==> src/rtl/fbnr_pkg.sv <==
// ----------------------------------------------------------------------------
// fbnr_pkg: shared types for the framebuffer number renderer
// Command codes, controller/datapath handshake structs and the 4x5 font
// ----------------------------------------------------------------------------
package fbnr_pkg;

  localparam int InWidth   = 72;
  localparam int OutWidth  = 24;
  localparam int MaxDigits = 10;

  typedef enum logic [1:0] {
    CMD_DRAW  = 2'd0,
    CMD_OR    = 2'd1,
    CMD_CLEAR = 2'd2,
    CMD_READ  = 2'd3
  } cmd_e;

  typedef enum logic [3:0] {
    ST_INIT,
    ST_IDLE,
    ST_DISP,
    ST_CONV,
    ST_DSEL,
    ST_COL,
    ST_LO,
    ST_HI,
    ST_CLR,
    ST_MRD,
    ST_MUPD,
    ST_DONE
  } state_e;

  // controller to datapath
  typedef struct packed {
    logic load;
    logic conv;
    logic dsel;
    logic gap;
    logic col_next;
    logic lo_wr;
    logic hi_wr;
    logic clr;
    logic upd;
    logic out_load;
    logic init_wr;
  } ctrl_cmd_t;

  // datapath to controller
  typedef struct packed {
    cmd_e cmd;
    logic err;
    logic conv_last;
    logic digit_skip;
    logic col_end;
    logic last_digit;
    logic spill_en;
    logic clr_end;
    logic init_last;
    logic out_free;
  } dp_status_t;

  // 4x5 font, five bits per glyph column, bit 0 is the top row
  function automatic logic [4:0] glyph_col(input logic [3:0] d, input logic [1:0] c);
    logic [4:0] g;
    g = 5'h00;
    case ({d, c})
      {4'd0, 2'd0}: g = 5'h0e;
      {4'd0, 2'd1}: g = 5'h11;
      {4'd0, 2'd2}: g = 5'h11;
      {4'd0, 2'd3}: g = 5'h0e;
      {4'd1, 2'd0}: g = 5'h12;
      {4'd1, 2'd1}: g = 5'h1f;
      {4'd1, 2'd2}: g = 5'h10;
      {4'd1, 2'd3}: g = 5'h00;
      {4'd2, 2'd0}: g = 5'h12;
      {4'd2, 2'd1}: g = 5'h19;
      {4'd2, 2'd2}: g = 5'h15;
      {4'd2, 2'd3}: g = 5'h12;
      {4'd3, 2'd0}: g = 5'h0a;
      {4'd3, 2'd1}: g = 5'h11;
      {4'd3, 2'd2}: g = 5'h15;
      {4'd3, 2'd3}: g = 5'h0a;
      {4'd4, 2'd0}: g = 5'h0c;
      {4'd4, 2'd1}: g = 5'h0a;
      {4'd4, 2'd2}: g = 5'h1f;
      {4'd4, 2'd3}: g = 5'h08;
      {4'd5, 2'd0}: g = 5'h17;
      {4'd5, 2'd1}: g = 5'h15;
      {4'd5, 2'd2}: g = 5'h15;
      {4'd5, 2'd3}: g = 5'h09;
      {4'd6, 2'd0}: g = 5'h0e;
      {4'd6, 2'd1}: g = 5'h15;
      {4'd6, 2'd2}: g = 5'h15;
      {4'd6, 2'd3}: g = 5'h08;
      {4'd7, 2'd0}: g = 5'h01;
      {4'd7, 2'd1}: g = 5'h01;
      {4'd7, 2'd2}: g = 5'h19;
      {4'd7, 2'd3}: g = 5'h06;
      {4'd8, 2'd0}: g = 5'h0a;
      {4'd8, 2'd1}: g = 5'h15;
      {4'd8, 2'd2}: g = 5'h15;
      {4'd8, 2'd3}: g = 5'h0a;
      {4'd9, 2'd0}: g = 5'h02;
      {4'd9, 2'd1}: g = 5'h05;
      {4'd9, 2'd2}: g = 5'h15;
      {4'd9, 2'd3}: g = 5'h0e;
      default:      g = 5'h00;
    endcase
    return g;
  endfunction

endpackage

==> src/rtl/fbnr_ctrl.sv <==
// ----------------------------------------------------------------------------
// fbnr_ctrl: sequencing state machine
// Walks the clearing pass, dispatch, clear run, OR/read, conversion and draw loop
// ----------------------------------------------------------------------------
module fbnr_ctrl
  import fbnr_pkg::*;
(
  input  logic       clk_i,
  input  logic       rst_ni,
  input  logic       s_valid_i,
  output logic       s_ready_o,
  input  dp_status_t st_i,
  output ctrl_cmd_t  cmd_o
);

  state_e state_q, state_d;

  always_ff @(posedge clk_i or negedge rst_ni) begin
    if (!rst_ni) begin
      state_q <= ST_INIT;
    end else begin
      state_q <= state_d;
    end
  end

  always_comb begin
    state_d = state_q;
    unique case (state_q)
      ST_INIT: if (st_i.init_last) state_d = ST_IDLE;
      ST_IDLE: if (s_valid_i) state_d = ST_DISP;
      ST_DISP: begin
        if (st_i.cmd == CMD_DRAW) begin
          state_d = ST_CONV;
        end else if (st_i.err) begin
          state_d = ST_DONE;
        end else begin
          unique case (st_i.cmd) inside
            CMD_OR, CMD_READ: state_d = ST_MRD;
            default:          state_d = ST_CLR;
          endcase
        end
      end
      ST_CONV: if (st_i.conv_last) state_d = ST_DSEL;
      ST_DSEL: if (!st_i.digit_skip) state_d = ST_COL;
      ST_COL: begin
        if (st_i.col_end) begin
          state_d = st_i.last_digit ? ST_DONE : ST_DSEL;
        end else begin
          state_d = ST_LO;
        end
      end
      ST_LO:   state_d = st_i.spill_en ? ST_HI : ST_COL;
      ST_HI:   state_d = ST_COL;
      ST_CLR:  if (st_i.clr_end) state_d = ST_DONE;
      ST_MRD:  state_d = ST_MUPD;
      ST_MUPD: state_d = ST_DONE;
      ST_DONE: if (st_i.out_free) state_d = ST_IDLE;
      default: state_d = ST_INIT;
    endcase
  end

  always_comb begin
    cmd_o     = '0;
    s_ready_o = 1'b0;
    unique case (state_q)
      ST_INIT: cmd_o.init_wr = 1'b1;
      ST_IDLE: begin
        s_ready_o  = 1'b1;
        cmd_o.load = s_valid_i;
      end
      ST_CONV: cmd_o.conv = 1'b1;
      ST_DSEL: cmd_o.dsel = 1'b1;
      ST_COL:  cmd_o.gap = st_i.col_end;
      ST_LO: begin
        cmd_o.lo_wr    = 1'b1;
        cmd_o.col_next = !st_i.spill_en;
      end
      ST_HI: begin
        cmd_o.hi_wr    = 1'b1;
        cmd_o.col_next = 1'b1;
      end
      ST_CLR:  cmd_o.clr = 1'b1;
      ST_MUPD: cmd_o.upd = 1'b1;
      ST_DONE: cmd_o.out_load = st_i.out_free;
      default: cmd_o = '0;
    endcase
  end

endmodule

==> src/rtl/fbnr_datapath.sv <==
// ----------------------------------------------------------------------------
// fbnr_datapath: framebuffer memory, bcd converter and draw registers
// Executes controller commands and reports status back
// ----------------------------------------------------------------------------
module fbnr_datapath
  import fbnr_pkg::*;
#(
  parameter int PAGES   = 6,
  parameter int COLUMNS = 84
) (
  input  logic                 clk_i,
  input  logic                 rst_ni,
  input  ctrl_cmd_t            cmd_i,
  input  logic [InWidth-1:0]   in_data_i,
  input  logic                 m_ready_i,
  output dp_status_t           st_o,
  output logic                 m_valid_o,
  output logic [OutWidth-1:0]  m_data_o
);

  localparam int Depth = PAGES * COLUMNS;
  localparam int AW    = $clog2(Depth);

  // add-3 correction on every bcd digit before the shift
  function automatic logic [39:0] bcd_adj(input logic [39:0] v);
    logic [39:0] r;
    r = v;
    for (int i = 0; i < MaxDigits; i++) begin
      if (v[i*4 +: 4] >= 4'd5) r[i*4 +: 4] = v[i*4 +: 4] + 4'd3;
    end
    return r;
  endfunction

  logic [7:0] mem [Depth];

  cmd_e          cmd_q;
  logic [31:0]   num_q;
  logic [7:0]    x_q;
  logic [2:0]    page_q;
  logic [2:0]    shift_q;
  logic [7:0]    data_q;
  logic [6:0]    rem_q;
  logic          err_q, page_ok_q, spill_ok_q;
  logic [39:0]   bcd_q;
  logic [39:0]   bcd_next;
  logic [4:0]    bit_q;
  logic [3:0]    k_q;
  logic          seen_q;
  logic [3:0]    d_q;
  logic [2:0]    c_q;
  logic [7:0]    rd_q;
  logic [7:0]    rdata_q;
  logic [AW-1:0] init_q;
  logic          out_valid_q;
  logic [OutWidth-1:0] out_data_q;

  // input fields
  logic [1:0] in_cmd;
  logic [2:0] in_page;
  logic [5:0] in_y;
  assign in_cmd  = in_data_i[1:0];
  assign in_y    = in_data_i[46:41];
  assign in_page = (cmd_e'(in_cmd) == CMD_DRAW) ? in_y[5:3] : in_data_i[49:47];

  logic [3:0]  digit;
  logic [2:0]  width;
  logic        col_ok, col_end, clr_end, digit_skip;
  logic [4:0]  glyph;
  logic [11:0] shifted;
  logic [2:0]  page_hi;
  logic [10:0] addr_lo_w, addr_hi_w;
  logic [AW-1:0] addr_lo, addr_hi;

  assign bcd_next   = bcd_adj(bcd_q);
  assign digit      = bcd_q[6'(k_q) * 6'd4 +: 4];
  assign digit_skip = (digit == 4'd0) && !seen_q && (k_q != 4'd0);
  assign width      = (d_q == 4'd1) ? 3'd3 : 3'd4;
  assign col_ok     = x_q < 8'(COLUMNS);
  assign col_end    = (c_q == width) || !col_ok;
  assign clr_end    = (rem_q == 7'd0) || !col_ok;
  assign glyph      = glyph_col(d_q, c_q[1:0]);
  assign shifted    = 12'(glyph) << shift_q;
  assign page_hi    = page_q + 3'd1;
  assign addr_lo_w  = 11'(page_q) * 11'(COLUMNS) + 11'(x_q);
  assign addr_hi_w  = 11'(page_hi) * 11'(COLUMNS) + 11'(x_q);
  assign addr_lo    = addr_lo_w[AW-1:0];
  assign addr_hi    = addr_hi_w[AW-1:0];

  // memory port selection
  logic          we;
  logic [AW-1:0] waddr, raddr;
  logic [7:0]    wdata;

  always_comb begin
    we    = 1'b0;
    waddr = addr_lo;
    raddr = addr_lo;
    wdata = 8'h00;
    if (cmd_i.init_wr) begin
      we    = 1'b1;
      waddr = init_q;
    end
    if (cmd_i.lo_wr) begin
      raddr = addr_hi;
      we    = page_ok_q;
      wdata = rdata_q | shifted[7:0];
    end
    if (cmd_i.hi_wr) begin
      we    = 1'b1;
      waddr = addr_hi;
      wdata = rdata_q | {4'h0, shifted[11:8]};
    end
    if (cmd_i.clr) begin
      we = !clr_end;
    end
    if (cmd_i.upd && (cmd_q == CMD_OR)) begin
      we    = col_ok;
      wdata = rdata_q | data_q;
    end
  end

  always_ff @(posedge clk_i) begin
    if (we) mem[waddr] <= wdata;
    rdata_q <= mem[raddr];
  end

  // control state
  always_ff @(posedge clk_i or negedge rst_ni) begin
    if (!rst_ni) begin
      init_q      <= '0;
      out_valid_q <= 1'b0;
    end else begin
      if (cmd_i.init_wr) init_q <= init_q + AW'(1);
      if (cmd_i.out_load) begin
        out_valid_q <= 1'b1;
      end else if (m_ready_i) begin
        out_valid_q <= 1'b0;
      end
    end
  end

  // payload registers
  always_ff @(posedge clk_i) begin
    if (cmd_i.load) begin
      cmd_q      <= cmd_e'(in_cmd);
      num_q      <= in_data_i[33:2];
      x_q        <= {1'b0, in_data_i[40:34]};
      page_q     <= in_page;
      shift_q    <= in_y[2:0];
      data_q     <= in_data_i[57:50];
      rem_q      <= in_data_i[64:58];
      page_ok_q  <= {1'b0, in_page} < 4'(PAGES);
      spill_ok_q <= ({1'b0, in_page} + 4'd1) < 4'(PAGES);
      err_q      <= !({1'b0, in_page} < 4'(PAGES));
      bcd_q      <= '0;
      bit_q      <= '0;
      k_q        <= 4'(MaxDigits - 1);
      seen_q     <= 1'b0;
      rd_q       <= 8'h00;
    end
    if (cmd_i.conv) begin
      bcd_q <= {bcd_next[38:0], num_q[31]};
      num_q <= {num_q[30:0], 1'b0};
      bit_q <= bit_q + 5'd1;
    end
    if (cmd_i.dsel) begin
      if (digit_skip) begin
        k_q <= k_q - 4'd1;
      end else begin
        d_q    <= digit;
        c_q    <= 3'd0;
        seen_q <= 1'b1;
      end
    end
    if (cmd_i.col_next) begin
      x_q <= x_q + 8'd1;
      c_q <= c_q + 3'd1;
    end
    // gap column after each digit
    if (cmd_i.gap) begin
      x_q <= x_q + 8'd1;
      if (k_q != 4'd0) k_q <= k_q - 4'd1;
    end
    if (cmd_i.clr && !clr_end) begin
      x_q   <= x_q + 8'd1;
      rem_q <= rem_q - 7'd1;
    end
    if (cmd_i.upd && (cmd_q == CMD_READ)) begin
      rd_q <= col_ok ? rdata_q : 8'h00;
    end
    if (cmd_i.out_load) begin
      out_data_q <= {7'b0, err_q, rd_q, (cmd_q == CMD_DRAW) ? x_q : 8'h00};
    end
  end

  assign m_valid_o = out_valid_q;
  assign m_data_o  = out_data_q;

  always_comb begin
    st_o            = '0;
    st_o.cmd        = cmd_q;
    st_o.err        = err_q;
    st_o.conv_last  = bit_q == 5'd31;
    st_o.digit_skip = digit_skip;
    st_o.col_end    = col_end;
    st_o.last_digit = k_q == 4'd0;
    st_o.spill_en   = page_ok_q && spill_ok_q;
    st_o.clr_end    = clr_end;
    st_o.init_last  = init_q == AW'(Depth - 1);
    st_o.out_free   = !out_valid_q || m_ready_i;
  end

endmodule

==> src/rtl/framebuffer_number_renderer_unit.sv <==
// ----------------------------------------------------------------------------
// framebuffer_number_renderer_unit: page framebuffer with decimal renderer
// Draws numbers from a 4x5 font and serves byte OR, clear and read commands
// ----------------------------------------------------------------------------
// One command enters per transaction on s_axis and produces exactly one
// result transaction on m_axis. Commands are handled one at a time.
// After reset the block clears its PAGES*COLUMNS byte store, one byte per
// cycle, with s_axis_tready held low. Steps per command, accept to result:
//   OR byte / read byte: dispatch, memory read, update; page error: dispatch
//   clear run: dispatch, then run_count bytes in turn, clipped at the page end
//   draw: the 32 step binary to bcd shift loop, then per digit a select step
//         (leading zero digits stop there), per drawn column a read, a low-page
//         write and, when the next page exists, a high-page
//         write, and a closing gap column
// Draw time is set by the memory read-modify-write and the shift loop.
// The result sits in an output register; a new command is accepted while
// it waits. When m_axis_tready stays low the finished second result is
// held inside the block and s_axis_tready drops until the register frees.
// ----------------------------------------------------------------------------
module framebuffer_number_renderer_unit
  import fbnr_pkg::*;
#(
  parameter int PAGES   = 6,
  parameter int COLUMNS = 84
) (
  input  logic                clk_i,
  input  logic                rst_ni,
  input  logic                s_axis_tvalid,
  output logic                s_axis_tready,
  // cmd[1:0] number[33:2] pos_x[40:34] pos_y[46:41] page_index[49:47]
  // data_byte[57:50] run_count[64:58] zero[71:65]
  input  logic [InWidth-1:0]  s_axis_tdata,
  output logic                m_axis_tvalid,
  input  logic                m_axis_tready,
  // next_x[7:0] read_data[15:8] range_error[16] zero[23:17]
  output logic [OutWidth-1:0] m_axis_tdata
);

  ctrl_cmd_t  cmd;
  dp_status_t st;

  fbnr_ctrl u_ctrl (
    .clk_i     (clk_i),
    .rst_ni    (rst_ni),
    .s_valid_i (s_axis_tvalid),
    .s_ready_o (s_axis_tready),
    .st_i      (st),
    .cmd_o     (cmd)
  );

  fbnr_datapath #(
    .PAGES   (PAGES),
    .COLUMNS (COLUMNS)
  ) u_datapath (
    .clk_i     (clk_i),
    .rst_ni    (rst_ni),
    .cmd_i     (cmd),
    .in_data_i (s_axis_tdata),
    .m_ready_i (m_axis_tready),
    .st_o      (st),
    .m_valid_o (m_axis_tvalid),
    .m_data_o  (m_axis_tdata)
  );

  // no command is taken during the clearing pass
  a_no_accept_in_init: assert property (@(posedge clk_i) disable iff (!rst_ni)
    cmd.init_wr |-> !s_axis_tready)
    else $error("command accepted during clearing pass");

  // one command at a time
  a_busy_after_accept: assert property (@(posedge clk_i) disable iff (!rst_ni)
    (s_axis_tvalid && s_axis_tready) |=> !s_axis_tready)
    else $error("accepted a command while busy");

  // a page error never returns read data
  a_err_no_data: assert property (@(posedge clk_i) disable iff (!rst_ni)
    (m_axis_tvalid && m_axis_tdata[16]) |-> (m_axis_tdata[15:8] == 8'h00))
    else $error("read data on range error");

  // a result is only loaded when the output register is free
  a_no_overwrite: assert property (@(posedge clk_i) disable iff (!rst_ni)
    cmd.out_load |-> (!m_axis_tvalid || m_axis_tready))
    else $error("result register overwritten");

endmodule

==> config.mk <==
export PLATFORM = sky130hd
export DESIGN_NAME = framebuffer_number_renderer_unit
export DESIGN_NICKNAME = d
export VERILOG_FILES = /design/src/rtl/fbnr_pkg.sv /design/src/rtl/fbnr_ctrl.sv /design/src/rtl/fbnr_datapath.sv /design/src/rtl/framebuffer_number_renderer_unit.sv
export SDC_FILE = /design/constraint.sdc
export NUM_CORES = 2
export LEC_CHECK = 0
export BUFFER_PORTS_ARGS = -buffer_cell sky130_fd_sc_hd__buf_2
export CORE_MARGIN = 3
export CORE_UTILIZATION = 68
export CTS_CLUSTER_SIZE = 20
export DETAILED_ROUTE_END_ITERATION = 12
export HOLD_SLACK_MARGIN = 0.05
export PLACE_DENSITY = 0.95
export SLEW_MARGIN = 20
export SYNTH_ARGS = -nofsm -noshare
export SYNTH_HDL_FRONTEND = slang
export SYNTH_MEMORY_MAX_BITS = 65536
export SYNTH_SLANG_ARGS = --single-unit
==> constraint.sdc <==
create_clock -name clk_i -period 54.5 [get_ports clk_i]
set_input_delay 8.175 -clock clk_i [delete_from_list [all_inputs] [get_ports clk_i]]
set_output_delay 8.175 -clock clk_i [all_outputs]
set_load 0.03 [all_outputs]
==> results of run 1 <==
==> cells in the mapped netlist (all sizes together) (12+ instances only) <==
library cell / number
a21oi: 196
a221oi: 13
and3: 34
o21ai: 129
buf: 374
o211ai: 34
a211oi: 27
nand4: 30
o31ai: 15
and2: 23
edfxtp: 4174
dfxtp: 14
inv: 53
o221ai: 20
xor2: 27
nor3: 86
dfrtp: 14
mux4: 925
a22oi: 27
a31oi: 89
or3: 12
nor2: 682
mux2: 30
a32o: 12
clkbuf: 184
mux2i: 164
nor4: 40
nand3: 191
o22ai: 95
xnor2: 34
a22o: 34
a311oi: 18
ha: 56
nand2: 812
a32oi: 70
nand2b: 17
==> cell families after synthesis <==
| family | after synthesis | share of synthesized area |
|---|---|---|
| AOI/OAI and AO/OA | 882 | 0.03550 |
| xor gates and xnor gates | 61 | 0.003408 |
| DFF | 4202 | 0.7508 |
| and+or+nand+nor | 1974 | 0.04968 |
| adders and majority gates | 58 | 0.004415 |
| muxes | 1119 | 0.1361 |
| buffers and inverters | 614 | 0.02005 |
| other | 1 | 0.00002235 |
==> layer usage <==
| metal | overflow | global-route usage |
|---|---|---|
| met5 | 0 | 0.4351 |
| met4 | 22 | 0.6214 |
| met3 | 4 | 0.6067 |
| met2 | 19 | 0.8066 |
| met1 | 2 | 0.6425 |
==> stage by stage <==
stage | instances | cell area [µm²]
3_5_place_dp | 11840 | 171100
2_1_floorplan | 8917 | 167800
3_3_place_gp | 11840 | 171100
4_1_cts | 12550 | 183900
==> run metrics, run 1 <==
GRT Resource Usage Total 0.6744; synthesized area 167,800 µm²; Async SR Flop Fraction 0.003332; clock sinks 4,202; Ports 102; post-synth cell types 92; sequential area share after synthesis 0.7508; top cells by area, synth edfxtp_1, mux4_2, nand2_1; main flop type after synthesis edfxtp_1; cts repair resizes 0; Post-CTS Setup Repair Bufs 0; post-synth top area share 0.7470; clock buffer count from CTS 401; Die X 502.7 µm; chip height 502.7 µm; gr ovfl total 47; Initial Utilization 0.6866; pin count of the biggest net entering global routing 235; GPL Wtd Cong 0.9853; outcome stopped before the end; register bit total from synthesis 4,202; area leader, netlist edfxtp_1; DP HPWL 301,100 µm; dpl ws 44.63 ns; Post-synth EDFFs 4,174; Error [ERROR GRT-0232] Routing congestion too high. Check the congestion heatmap in the GUI.; Yosys warning count 0; clk buf depth 4; port buffer count 87; CTS Root Cell clkbuf_16; # rows 181; last stage reached global routing (5_1_grt); Synth Instances 8,911; hold_buf cts 0; mean post-synth cell area 18.83 µm²; H-tree levels 5; initial antenna violation count 161
==> run 2: changes to the inputs <==
CORE_UTILIZATION = 40   (was 68)
CTS_CLUSTER_SIZE = default   (was 20)
HOLD_SLACK_MARGIN = default   (was 0.05)
PLACE_DENSITY = default   (was 0.95)
PLACE_DENSITY_LB_ADDON = 0.15   (was default)
==> run 2 against run 1 <==
Effect of this change:
- the flow now finishes without violations
- synthesized cell count is the same
- area after synthesis is the same
==> run metrics, run 2 <==
outcome finished clean; drt initial violations 12,660; Core Util, Final 0.4533; gr ovfl total 0; P_sw 4045 µW; Setup WS post-layout 43.92 ns; GPL Wtd Cong 0.8590; fillers 35,350; Synth top cells by count edfxtp_1, mux4_2, nand2_1; hold_buf cts 0; mean post-synth cell area 18.83 µm²; Net count, final 9,240; clock latency on the worst-skew pair 1.01 ns; Die ar. 427,300 µm²; Worst Setup End Kind primary output; aggregate routed wire length 520,600 µm; min Tclk post-route 10.58 ns; Final Max Slew Viols 0; data arrival time of the critical path 2.41 ns; Post-synth EDFFs 4,174; share of post-route cells with drive strength above 1 0.2088; Hold Fails Final Rpt 0; Die X 653.7 µm; routed via count 90,310; Post-DRT Antenna Nets 0; TNS Setup 0 ns; placed instance area 174,500 µm²; Pwr Total 10,540 µW; Max Cap Violations 0; slew margin rel. 0.1745; sw frac 0.3840; vias in the first global route 89,240; CP delay by family, top flip-flops; port buffer count 87; largest vdd supply drop 0.08157 mV; Post-CTS Setup Repair Bufs 0; clock sinks 4,202; Initial Utilization 0.4021; critical path launch point type flip-flop; Largest register FFs 4,032; Synth Instances 8,911; DR vias/cell 6.027; drt first pass iters 6; GRT Resource Usage Total 0.2399; LEAKAGE 0.05939 µW; post-synth top area share 0.7470; CP Class flip-flop to primary output; chip height 653.7 µm; Yosys warning count 0; top cells by area, synth edfxtp_1, mux4_2, nand2_1; sequential area share after synthesis 0.7508; first-pass GRT wire length 721,000 µm; CTS Root Cell clkbuf_16; # rows 237; skew final 0.06820 ns; fin crit share 0.1942; CTS tree yes; register bit total from synthesis 4,202; P_int 6490 µW; Seq pwr share 0.355; Power Density 55.70 nW/µm²; FMAX 94.48 MHz; clock transition at the registers of the reported paths 0.06 ns; Async SR Flop Fraction 0.003332; main flop type after synthesis edfxtp_1; Comb power frac 0.355; Data required, critical path 46.33 ns; cts repair resizes 0; area leader, netlist edfxtp_1; DP HPWL 302,900 µm; final setup fails 0; routed len/inst 34.74 µm; CP max stage delay 0.60 ns; clk buf depth 4; CP Buf/Inv Count 1; CP max FO 17; largest registers u_datapath.mem (4032), u_datapath.bcd_q (40), u_datapath.num_q (32); synthesized area 167,800 µm²; Ports 102; Hold WC Path Type flip-flop to flip-flop; RSZ-0062 raised after global routing no; initial antenna violation count 37; clock buffer count from CTS 441; area added between synthesis and finish 12.73%; most common cell after layout, fill and taps aside edfxtp_1; crit-path cells nand2b_1 > nor3_1 > buf_2; post-synth cell types 92; Clk pwr share 0.289; Biggest register u_datapath.mem; drt drc 0; H-tree levels 5; core area 417,200 µm²; commonest non-fill, non-tap cells in the layout edfxtp_1, mux4_2, nand2_1; most frequent cell after synthesis edfxtp_1; dpl ws 44.51 ns; Design Area, Final 189,100 µm²; worst-margin pin slew 1.234 ns; slowest stage cell, crit path dfrtp_1; pin count of the biggest net entering global routing 189
run 2: worst paths after layout:
kind	startpoint	end	slack, ns	cells after the start
max in group asynchronous	rst_ni	u_datapath.init_q[2]	47.13	1
hold reg to reg	u_datapath.rd_q[3]	u_datapath.m_data_o[11]	0.42	0
setup reg to reg	u_datapath.x_q[0]	u_datapath.rdata_q[3]	46.80	13
hold / removal	u_datapath.rd_q[3]	u_datapath.m_data_o[11]	0.42	0
setup / recovery	u_ctrl.state_q[1]	s_axis_tready	43.92	3
min in group asynchronous	rst_ni	u_ctrl.state_q[0]	7.10	1
run 2: area by class of cell:
type	count	area, µm²	share of cell area
Timing Repair Buffer	304	2424	0.01281
Multi-Input combinational cell	4101	39110	0.2068
Sequential cell	4202	126000	0.6660
Tap cell	5497	6878	0.03637
Antenna cell	10	25.02	0.0001323
Inverter	56	224.0	0.001184
Clock inverter	284	3029	0.01602
Clock buffer	529	11470	0.06066
run 2: per-layer routing:
metal / track usage / part of all wire
met5: 0 / 0.00010
met4: 0.08488 / 0.039
met3: 0.04827 / 0.092
met2: 0.3770 / 0.47
met1: 0.3335 / 0.40
run 2: power groups by stage:
stage | clock network, µW | logic (µW) | registers (µW)
6_report | 3050 | 3740 | 3740
5_1_grt | 3220 | 3810 | 3750
4_1_cts | 3090 | 3690 | 3740
3_5_place_dp | 0 | 3680 | 3810
3_3_place_gp | 0 | 3660 | 3810
2_1_floorplan | 0 | 1870 | 3870
run 2: through the flow:
stage | hold WS, ns | instances
after floorplan | 0.4003 | 8917
after global placement | 0.4136 | 14160
final | 0.4236 | 14980
after CTS | 0.4230 | 14970
after global routing | 0.4337 | 14970
after detailed placement | 0.4084 | 14160
run 2: cell families (layout without fill, tap and decap cells):
| kind of cell | count (synthesis) | count (layout) | synth area share |
|---|---|---|---|
| other | 1 | 17 | 0.00002235 |
| buffers and inverters | 614 | 1173 | 0.02005 |
| adders and majority gates | 58 | 58 | 0.004415 |
| muxes | 1119 | 1119 | 0.1361 |
| AOI/OAI and AO/OA | 882 | 882 | 0.03550 |
| xor gates and xnor gates | 61 | 61 | 0.003408 |
| and+or+nand+nor | 1974 | 1974 | 0.04968 |
| DFF | 4202 | 4202 | 0.7508 |
Note: power is estimated with default switching activity, not from simulation.
